--- src/rtl/core/ddc_ci_vcp_reply_checker_top_assert.svh ---
// Assertion macros for the DDC/CI VCP reply checker top level.
// Needs signals named clock and reset in the including scope.
`ifndef DDC_CI_VCP_REPLY_CHECKER_TOP_ASSERT_SVH
`define DDC_CI_VCP_REPLY_CHECKER_TOP_ASSERT_SVH

// Check that an antecedent implies a consequent in the same cycle.
`define DDCVCP_ASSERT_IMPLY(label, ante, cons) \
   label: assert property (@(posedge clock) disable iff (reset) (ante) |-> (cons)) \
      else $error("ddcvcp assertion failed");

// Check that a condition holds at every clock edge out of reset.
`define DDCVCP_ASSERT_ALWAYS(label, cond) \
   label: assert property (@(posedge clock) disable iff (reset) (cond)) \
      else $error("ddcvcp assertion failed");

`endif

--- src/rtl/core/ddcvcp_pkg.sv ---
// Shared types and constants of the DDC/CI VCP reply checker.
// No dependencies; every module of the block refers to it by scoped names.
package ddcvcp_pkg;

   // Frame layout
   localparam logic [3:0] FRAME_DATA     = 4'd10;  // captured bytes before checksum
   localparam logic [7:0] REPLY_OPCODE   = 8'h02;
   localparam logic [7:0] LENGTH_FLAG    = 8'h80;
   localparam logic [7:0] BODY_LENGTH    = 8'h08;
   localparam logic [7:0] RESULT_NO_ERR  = 8'h00;

   // Configuration register reset values
   localparam logic [7:0] FEATURE_RESET  = 8'h10;
   localparam logic [7:0] ADDRESS_RESET  = 8'h6e;
   localparam logic [7:0] SEED_RESET     = 8'h50;

   // Configuration register indexes
   typedef enum logic [1:0] {
      CSR_FEATURE_CODE   = 2'd0,
      CSR_SOURCE_ADDRESS = 2'd1,
      CSR_CHECKSUM_SEED  = 2'd2,
      CSR_UNUSED         = 2'd3
   } csr_index_type;

   // Result status codes
   typedef enum logic [3:0] {
      ST_OK       = 4'd0,
      ST_BUS      = 4'd1,
      ST_CHECKSUM = 4'd2,
      ST_ADDRESS  = 4'd3,
      ST_LENGTH   = 4'd4,
      ST_OPCODE   = 4'd5,
      ST_RESULT   = 4'd6,
      ST_FEATURE  = 4'd7,
      ST_ZERO_MAX = 4'd8
   } status_type;

   typedef struct packed {
      logic [7:0] feature_code;
      logic [7:0] source_address;
      logic [7:0] checksum_seed;
   } cfg_type;

   typedef struct packed {
      logic [7:0] rx_byte;
      logic       frame_start;
      logic       bus_error;
   } item_type;

   typedef struct packed {
      status_type  status;
      logic [15:0] peak_level;
      logic [15:0] live_level;
      logic        max_changed;
   } result_type;

endpackage

--- src/rtl/core/ddcvcp_csr.sv ---
// Configuration registers of the DDC/CI VCP reply checker.
// Depends on ddcvcp_pkg for the register indexes and reset values.
module ddcvcp_csr (
   input  logic               clock,
   input  logic               reset,
   input  logic               csr_valid,
   output logic               csr_ready,
   input  logic [1:0]         csr_index,
   input  logic [7:0]         csr_data,
   output ddcvcp_pkg::cfg_type cfg
);

   ddcvcp_pkg::cfg_type cfg_ff;
   ddcvcp_pkg::cfg_type cfg_in;
   logic                write_en;

   // Always take writes
   assign csr_ready = 1'b1;
   assign write_en  = csr_valid & csr_ready;

   // Decode the register index
   always_comb begin
      cfg_in = cfg_ff;
      if (write_en) begin
         unique case (ddcvcp_pkg::csr_index_type'(csr_index))
            ddcvcp_pkg::CSR_FEATURE_CODE:   cfg_in.feature_code   = csr_data;
            ddcvcp_pkg::CSR_SOURCE_ADDRESS: cfg_in.source_address = csr_data;
            ddcvcp_pkg::CSR_CHECKSUM_SEED:  cfg_in.checksum_seed  = csr_data;
            default:                        cfg_in = cfg_ff;
         endcase
      end
   end

   always_ff @(posedge clock) begin
      if (reset) begin
         cfg_ff.feature_code   <= ddcvcp_pkg::FEATURE_RESET;
         cfg_ff.source_address <= ddcvcp_pkg::ADDRESS_RESET;
         cfg_ff.checksum_seed  <= ddcvcp_pkg::SEED_RESET;
      end else begin
         cfg_ff <= cfg_in;
      end
   end

   assign cfg = cfg_ff;

endmodule

--- src/rtl/core/ddcvcp_in_stage.sv ---
// Input register of the DDC/CI VCP reply checker: holds one request byte.
// Depends on ddcvcp_pkg for the item type.
module ddcvcp_in_stage (
   input  logic                clock,
   input  logic                reset,
   input  logic                in_valid,
   output logic                in_ready,
   input  ddcvcp_pkg::item_type in_item,
   input  logic                advance,
   output logic                held_valid,
   output ddcvcp_pkg::item_type held_item
);

   logic                 valid_ff;
   logic                 valid_in;
   ddcvcp_pkg::item_type item_ff;
   ddcvcp_pkg::item_type item_in;
   logic                 take;

   // Accept when empty or when the held request moves on this cycle
   assign in_ready = ~valid_ff | advance;
   assign take     = in_valid & in_ready;

   always_comb begin
      valid_in = valid_ff;
      item_in  = item_ff;
      if (take) begin
         valid_in = 1'b1;
         item_in  = in_item;
      end else if (advance) begin
         valid_in = 1'b0;
      end
   end

   always_ff @(posedge clock) begin
      if (reset) begin
         valid_ff <= 1'b0;
      end else begin
         valid_ff <= valid_in;
      end
   end

   always_ff @(posedge clock) begin
      item_ff <= item_in;
   end

   assign held_valid = valid_ff;
   assign held_item  = item_ff;

endmodule

--- src/rtl/core/ddcvcp_frame.sv ---
// Frame tracker and reply checks of the DDC/CI VCP reply checker.
// Depends on ddcvcp_pkg for types, status codes and frame constants.
module ddcvcp_frame (
   input  logic                  clock,
   input  logic                  reset,
   input  logic                  advance,
   input  ddcvcp_pkg::item_type  item,
   input  ddcvcp_pkg::cfg_type   cfg,
   output logic                  result_valid,
   output ddcvcp_pkg::result_type result,
   output logic [3:0]            position
);

   logic [3:0]  pos_ff,  pos_in;
   logic [7:0]  acc_ff,  acc_in;
   logic [15:0] max_ff,  max_in;
   logic [7:0]  bytes_ff [10];
   logic [7:0]  bytes_in [10];

   logic        restart;
   logic [3:0]  pos_eff;
   logic [7:0]  acc_eff;
   logic [15:0] new_max;
   logic [15:0] new_cur;
   ddcvcp_pkg::status_type check_status;

   // Open a new frame on start, on an idle position or past the end
   assign restart = item.frame_start | (pos_ff == 4'd0) | (pos_ff > ddcvcp_pkg::FRAME_DATA);
   assign pos_eff = restart ? 4'd0 : pos_ff;
   assign acc_eff = restart ? cfg.checksum_seed : acc_ff;

   assign new_max = {bytes_ff[6], bytes_ff[7]};
   assign new_cur = {bytes_ff[8], bytes_ff[9]};

   // Run the checks in priority order on the checksum byte
   always_comb begin
      if (item.rx_byte != acc_eff) begin
         check_status = ddcvcp_pkg::ST_CHECKSUM;
      end else if (bytes_ff[0] != cfg.source_address) begin
         check_status = ddcvcp_pkg::ST_ADDRESS;
      end else if ((bytes_ff[1] & ~ddcvcp_pkg::LENGTH_FLAG) != ddcvcp_pkg::BODY_LENGTH) begin
         check_status = ddcvcp_pkg::ST_LENGTH;
      end else if (bytes_ff[2] != ddcvcp_pkg::REPLY_OPCODE) begin
         check_status = ddcvcp_pkg::ST_OPCODE;
      end else if (bytes_ff[3] != ddcvcp_pkg::RESULT_NO_ERR) begin
         check_status = ddcvcp_pkg::ST_RESULT;
      end else if (bytes_ff[4] != cfg.feature_code) begin
         check_status = ddcvcp_pkg::ST_FEATURE;
      end else if (new_max == 16'd0) begin
         check_status = ddcvcp_pkg::ST_ZERO_MAX;
      end else begin
         check_status = ddcvcp_pkg::ST_OK;
      end
   end

   // Capture, accumulate or finish the frame
   always_comb begin
      pos_in       = pos_ff;
      acc_in       = acc_ff;
      max_in       = max_ff;
      bytes_in     = bytes_ff;
      result_valid = 1'b0;
      result       = '0;
      if (advance) begin
         if (item.bus_error) begin
            pos_in        = 4'd0;
            result_valid  = 1'b1;
            result.status = ddcvcp_pkg::ST_BUS;
         end else if (pos_eff < ddcvcp_pkg::FRAME_DATA) begin
            for (int i = 0; i < 10; i++) begin
               if (pos_eff == 4'(i)) begin
                  bytes_in[i] = item.rx_byte;
               end
            end
            acc_in = acc_eff ^ item.rx_byte;
            pos_in = pos_eff + 4'd1;
         end else begin
            pos_in        = 4'd0;
            result_valid  = 1'b1;
            result.status = check_status;
            if (check_status == ddcvcp_pkg::ST_OK) begin
               result.peak_level  = new_max;
               result.live_level  = new_cur;
               result.max_changed = (max_ff != 16'd0) && (new_max != max_ff);
               max_in             = new_max;
            end
         end
      end
   end

   always_ff @(posedge clock) begin
      if (reset) begin
         pos_ff <= 4'd0;
         acc_ff <= 8'd0;
         max_ff <= 16'd0;
      end else begin
         pos_ff <= pos_in;
         acc_ff <= acc_in;
         max_ff <= max_in;
      end
   end

   always_ff @(posedge clock) begin
      bytes_ff <= bytes_in;
   end

   assign position = pos_ff;

endmodule

--- src/rtl/core/ddcvcp_out_stage.sv ---
// Result register of the DDC/CI VCP reply checker.
// Depends on ddcvcp_pkg for the result type.
module ddcvcp_out_stage (
   input  logic                   clock,
   input  logic                   reset,
   input  logic                   load,
   input  ddcvcp_pkg::result_type load_result,
   output logic                   out_valid,
   input  logic                   out_ready,
   output ddcvcp_pkg::result_type out_result
);

   logic                   valid_ff;
   logic                   valid_in;
   ddcvcp_pkg::result_type result_ff;
   ddcvcp_pkg::result_type result_in;

   // Load a fresh result, drop the held one once taken
   always_comb begin
      valid_in  = valid_ff;
      result_in = result_ff;
      if (load) begin
         valid_in  = 1'b1;
         result_in = load_result;
      end else if (out_ready) begin
         valid_in = 1'b0;
      end
   end

   always_ff @(posedge clock) begin
      if (reset) begin
         valid_ff <= 1'b0;
      end else begin
         valid_ff <= valid_in;
      end
   end

   always_ff @(posedge clock) begin
      result_ff <= result_in;
   end

   assign out_valid  = valid_ff;
   assign out_result = result_ff;

endmodule

--- src/rtl/core/ddc_ci_vcp_reply_checker_top.sv ---
// Top level of the DDC/CI Get VCP Feature reply checker.
// Uses ddcvcp_pkg, ddcvcp_csr, ddcvcp_in_stage, ddcvcp_frame, ddcvcp_out_stage.
//
//   channel  | dir | handshake          | payload
//   req_     | in  | tvalid / tready    | tdata: rx_byte; tuser: frame_start, bus_error
//   rsp_     | out | tvalid / tready    | tdata: status, peak_level, live_level, max_changed
//   csr_     | in  | valid / ready      | index, data
//
// One request byte per cycle while rsp_ is not stalled; a result passes the input and result registers.
// The frame tracker updates as a byte leaves the input register for the result register.
// Reset is synchronous: it clears both stage valids, the byte position, the checksum and
// the stored maximum and loads the register defaults; captured bytes are not cleared.
// A stalled rsp_ side holds the result; the input register still takes one more byte.
module ddc_ci_vcp_reply_checker_top (
   input  logic        clock,
   input  logic        reset,
   input  logic        req_tvalid,
   output logic        req_tready,
   input  logic [7:0]  req_tdata,   // [7:0] rx_byte
   input  logic [1:0]  req_tuser,   // [0] frame_start, [1] bus_error
   output logic        rsp_tvalid,
   input  logic        rsp_tready,
   output logic [39:0] rsp_tdata,   // [3:0] status, [19:4] peak_level,
                                    // [35:20] live_level, [36] max_changed, zero above
   input  logic        csr_valid,
   output logic        csr_ready,
   input  logic [1:0]  csr_index,
   input  logic [7:0]  csr_data
);

   ddcvcp_pkg::cfg_type    cfg;
   ddcvcp_pkg::item_type   req_item;
   ddcvcp_pkg::item_type   held_item;
   ddcvcp_pkg::result_type frame_result;
   ddcvcp_pkg::result_type rsp_result;
   logic                   held_valid;
   logic                   advance;
   logic                   frame_result_valid;
   logic [3:0]             position;
   logic                   rsp_ok;
   logic                   rsp_fields_zero;

   // Unpack the request
   assign req_item.rx_byte     = req_tdata;
   assign req_item.frame_start = req_tuser[0];
   assign req_item.bus_error   = req_tuser[1];

   // Move the held request on when the result register is free or emptying
   assign advance = held_valid & (~rsp_tvalid | rsp_tready);

   ddcvcp_csr u_csr (
      .clock     (clock),
      .reset     (reset),
      .csr_valid (csr_valid),
      .csr_ready (csr_ready),
      .csr_index (csr_index),
      .csr_data  (csr_data),
      .cfg       (cfg)
   );

   ddcvcp_in_stage u_in_stage (
      .clock      (clock),
      .reset      (reset),
      .in_valid   (req_tvalid),
      .in_ready   (req_tready),
      .in_item    (req_item),
      .advance    (advance),
      .held_valid (held_valid),
      .held_item  (held_item)
   );

   ddcvcp_frame u_frame (
      .clock        (clock),
      .reset        (reset),
      .advance      (advance),
      .item         (held_item),
      .cfg          (cfg),
      .result_valid (frame_result_valid),
      .result       (frame_result),
      .position     (position)
   );

   ddcvcp_out_stage u_out_stage (
      .clock       (clock),
      .reset       (reset),
      .load        (frame_result_valid),
      .load_result (frame_result),
      .out_valid   (rsp_tvalid),
      .out_ready   (rsp_tready),
      .out_result  (rsp_result)
   );

   // Pack the response
   assign rsp_tdata = {3'b000, rsp_result.max_changed, rsp_result.live_level,
                       rsp_result.peak_level, rsp_result.status};

   // Summarize the held response for the checks below
   assign rsp_ok          = (rsp_result.status == ddcvcp_pkg::ST_OK);
   assign rsp_fields_zero = (rsp_result.peak_level == 16'd0) &&
                            (rsp_result.live_level == 16'd0) && !rsp_result.max_changed;

`include "ddc_ci_vcp_reply_checker_top_assert.svh"

   `DDCVCP_ASSERT_ALWAYS(a_position_range, position <= ddcvcp_pkg::FRAME_DATA)
   `DDCVCP_ASSERT_IMPLY(a_ok_has_max, rsp_tvalid && rsp_ok, rsp_result.peak_level != 16'd0)
   `DDCVCP_ASSERT_IMPLY(a_fail_zero_fields, rsp_tvalid && !rsp_ok, rsp_fields_zero)
   `DDCVCP_ASSERT_IMPLY(a_result_ends_frame, frame_result_valid, ##1 position == 4'd0)

endmodule

--- config.mk ---
export PLATFORM = sky130hd
export DESIGN_NAME = ddc_ci_vcp_reply_checker_top
export DESIGN_NICKNAME = d
export VERILOG_FILES = /design/src/rtl/core/ddcvcp_pkg.sv /design/src/rtl/core/ddcvcp_csr.sv /design/src/rtl/core/ddcvcp_in_stage.sv /design/src/rtl/core/ddcvcp_frame.sv /design/src/rtl/core/ddcvcp_out_stage.sv /design/src/rtl/core/ddc_ci_vcp_reply_checker_top.sv
export VERILOG_INCLUDE_DIRS = /design/src /design/src/rtl/core
export SDC_FILE = /design/constraint.sdc
export NUM_CORES = 1
export LEC_CHECK = 0
export BUFFER_PORTS_ARGS = -buffer_cell sky130_fd_sc_hd__buf_2
export CELL_PAD_IN_SITES_DETAIL_PLACEMENT = 2
export CELL_PAD_IN_SITES_GLOBAL_PLACEMENT = 2
export CORE_ASPECT_RATIO = 1.2
export CORE_MARGIN = 2
export CORE_UTILIZATION = 25
export DETAILED_ROUTE_END_ITERATION = 6
export PLACE_DENSITY = 0.65
export SETUP_SLACK_MARGIN = 0.3
export SLEW_MARGIN = 40
export SYNTH_ARGS = -nofsm -noshare
export SYNTH_HDL_FRONTEND = slang
export SYNTH_SLANG_ARGS = --single-unit
--- constraint.sdc ---
create_clock -name clock -period 3.1 [get_ports clock]
set_input_delay 0.31 -clock clock [delete_from_list [all_inputs] [get_ports clock]]
set_output_delay 0.31 -clock clock [all_outputs]
set_load 0.1 [all_outputs]
==> out/metrics.csv <==
metric;value;unit
postRouteAntennaNets;0;
grt_use_met1;13.0;%
ys_top_cells_by_area;edfxtp_1 52%, dfxtp_1 16%, mux2i_1 6.6%;
path_delay_family;simple AND/OR/NAND/NOR gates;
slew_headroom;56.8;%
die_w;155;um
synthCells;500;
avgViaCountPerCell;4.35;
netlist.area_leader.share;51.6;%
multi_input_area;2090;sq um
worstSkewPairLatency;0.43;ns
register_area;4630;sq um
yosysMostFrequentCell;edfxtp_1;
io_buffers;63;
max_stage_delay;0.41;ns
post-place-cells;895;
cp-end-kind;flop;
grt_use_total;12.0;%
p_seq_share;52.0;%
grt_pass1_wl;25700;um
finalSetupViolCount;0;
finalSetupTns;0;ns
grt_max_degree;71;
initial_utilization;25.4;%
pwr-share-comb;4.7;%
layout.nets;609;
ir_drop;308;uV
post-route-util;30.4;%
hp-class;in2reg;
arrival;3.00;ns
grt_setup_unrepaired;no;
fill_cells;2864;
status;finished clean;
fin_crit_sh;85.9;%
timing.fmax;376;MHz
synth.avg_cell_area;13.7;sq um
switchingPower;1.13;mW
busiest_layer;met2;
vias;4061;
cts_tree;built;
critPathSlowestCell;nor4_2;
power;4.82;mW
cts-root-buf;clkbuf_16;
tightest_slew;0.648;ns
dr.first_iter.drc_count;110;
clock_power_share;43.3;%
routed_wl;16800;um
drc;0;
grtUsageMet2;23.0;%
hpwl;11700;um
path_cells;a21o_1 -> a211oi_2 -> buf_6 -> mux2i_2 -> xnor2_1 -> nor4_2 -> and3_4 -> buf_12 -> mux2i_1;
grt_pass1_vias;4527;
yosys_warnings;0;
synth_area;6870;sq um
gr-usage-met3;2.35;%
gp_congestion;0.765;
path_clk_slew;0.07;ns
timing.critical_path.buf_inv;2;
grt_overflow_total;0;
wl_per_cell;18.0;um
maxCapViolCount;0;
pin_count;68;
ys_seq_area_share;67.3;%
clockBufferDepth;2;
holdWs;0.0615;ns
die_h;186;um
synth_edf_count;118;
yosysTopAreaCell;edfxtp_1;
p_per_area;584;nW/um^2
htreeDepth;4;
synthTopCellsByCount;118 x edfxtp_1, 54 x dfxtp_1, 45 x mux2i_1;
cts_sinks;172;
antenna_found_initial;0;
design_area;8250;sq um
placed_cell_area;7590;sq um
fin_crit;2.66;ns
area_growth;20.1;%
intPower;3.69;mW
firstDrtPassIters;4;
dpl_worst_slack;0.354;ns
leakage;3.10;nW
drive_gt1_share;21.2;%
synth_cell_type_count;39;
cp-start-kind;flop;
criticalPathCategory;reg2reg;
synth-seq-cells;172;
crit_required;3.44;ns
synth_top_flop_cell;edfxtp_1;
finalClockSkew;0.0118;ns
fin_ws;0.438;ns
coreArea;27100;sq um
cp_max_fo;25;
finalNonFillerCells;933;
synth-async-reset-ratio;0;%
antenna_cells;0;
swShare;23.4;%
rows;66;
drv_slew;0;
dieArea;28800;sq um
hold_viol_final;0;
cts_made_buffers;17;
[cell type report]
class	count	area share [%]
Inverter	5	0.228
Clock buffer	17	5.16
Tap cell	340	5.16
Multi-Input combinational cell	301	25.4
Clock inverter	15	1.87
Timing Repair Buffer	83	6.08
Sequential cell	172	56.1
[flip-flops by register name (all words and copies together) (netlist names)]
name	count
u_csr.cfg	24
u_frame.acc_ff	8
u_frame.bytes_ff	71
u_frame.max_ff	16
u_frame.position	4
u_in_stage.held_item	10
u_in_stage.held_valid	1
u_out_stage.out_result	37
u_out_stage.out_valid	1
[per-layer routing]
metal  vias to the layer above  share of wire, %
met5                         -                 0
met4                         0               1.7
met3                        19               2.3
met2                        66                55
met1                      2033                41
li1                       1943                 -
[path summary, 6_finish.rpt]
path                                           from                       to  slack, ns  depth (start not counted)
worst min register to register        u_csr.cfg[12]            u_csr.cfg[12]       0.47                          2
worst max-delay path            u_frame.position[1]       u_frame.max_ff[13]       0.44                          9
worst min-delay path                   req_tdata[5]  u_in_stage.held_item[7]       0.06                          1
worst max register to register  u_frame.position[1]       u_frame.max_ff[13]       0.44                          9
[logic make-up after synthesis]
logic type,share of synthesized area [%]
AO/OA/AOI/OAI,2.04
multiplexers,6.56
adder cells (fa/ha/maj),0.729
XOR/XNOR,5.10
AND/OR/NAND/NOR,15.5
flip-flops,67.3
buffers and inverters,2.61
other,0.109
[placed cells by master, fill, tap and decap left out, types with 4 or more instances in the layout]
master	netlist	layout
nand2_1	25	25
buf_4	4	18
mux2i_1	45	44
nand3b_1	8	8
conb_1	2	4
xor2_1	24	24
and2_1	33	33
xnor2_1	16	16
nor2_1	32	31
o21ai_0	4	4
and3_1	11	10
nor4_1	16	16
nand2b_1	33	33
edfxtp_1	118	118
nand4_1	7	7
clkbuf_16	0	18
buf_2	0	62
a21oi_1	7	7
inv_8	0	5
ha_1	4	4
inv_1	5	5
dfxtp_1	54	51
[timing repair]
| action | 4_1_cts | 5_1_grt |
|---|---|---|
| hold buffers | 0 | 0 |
| buffers inserted | 0 | 5 |
| endpoints found under the setup margin | 0 | 49 |
| resized for setup | 0 | 6 |
[power groups by stage]
stage / Sequential, mW / Combinational (mW) / Clock, mW
after floorplan: 2.57 / 0.123 / 0
after global placement: 2.55 / 0.216 / 0
after detailed placement: 2.56 / 0.226 / 0
after CTS: 2.50 / 0.227 / 2.16
after global routing: 2.51 / 0.246 / 2.25
final: 2.50 / 0.226 / 2.09
Note: power is estimated with default switching activity, not from simulation.
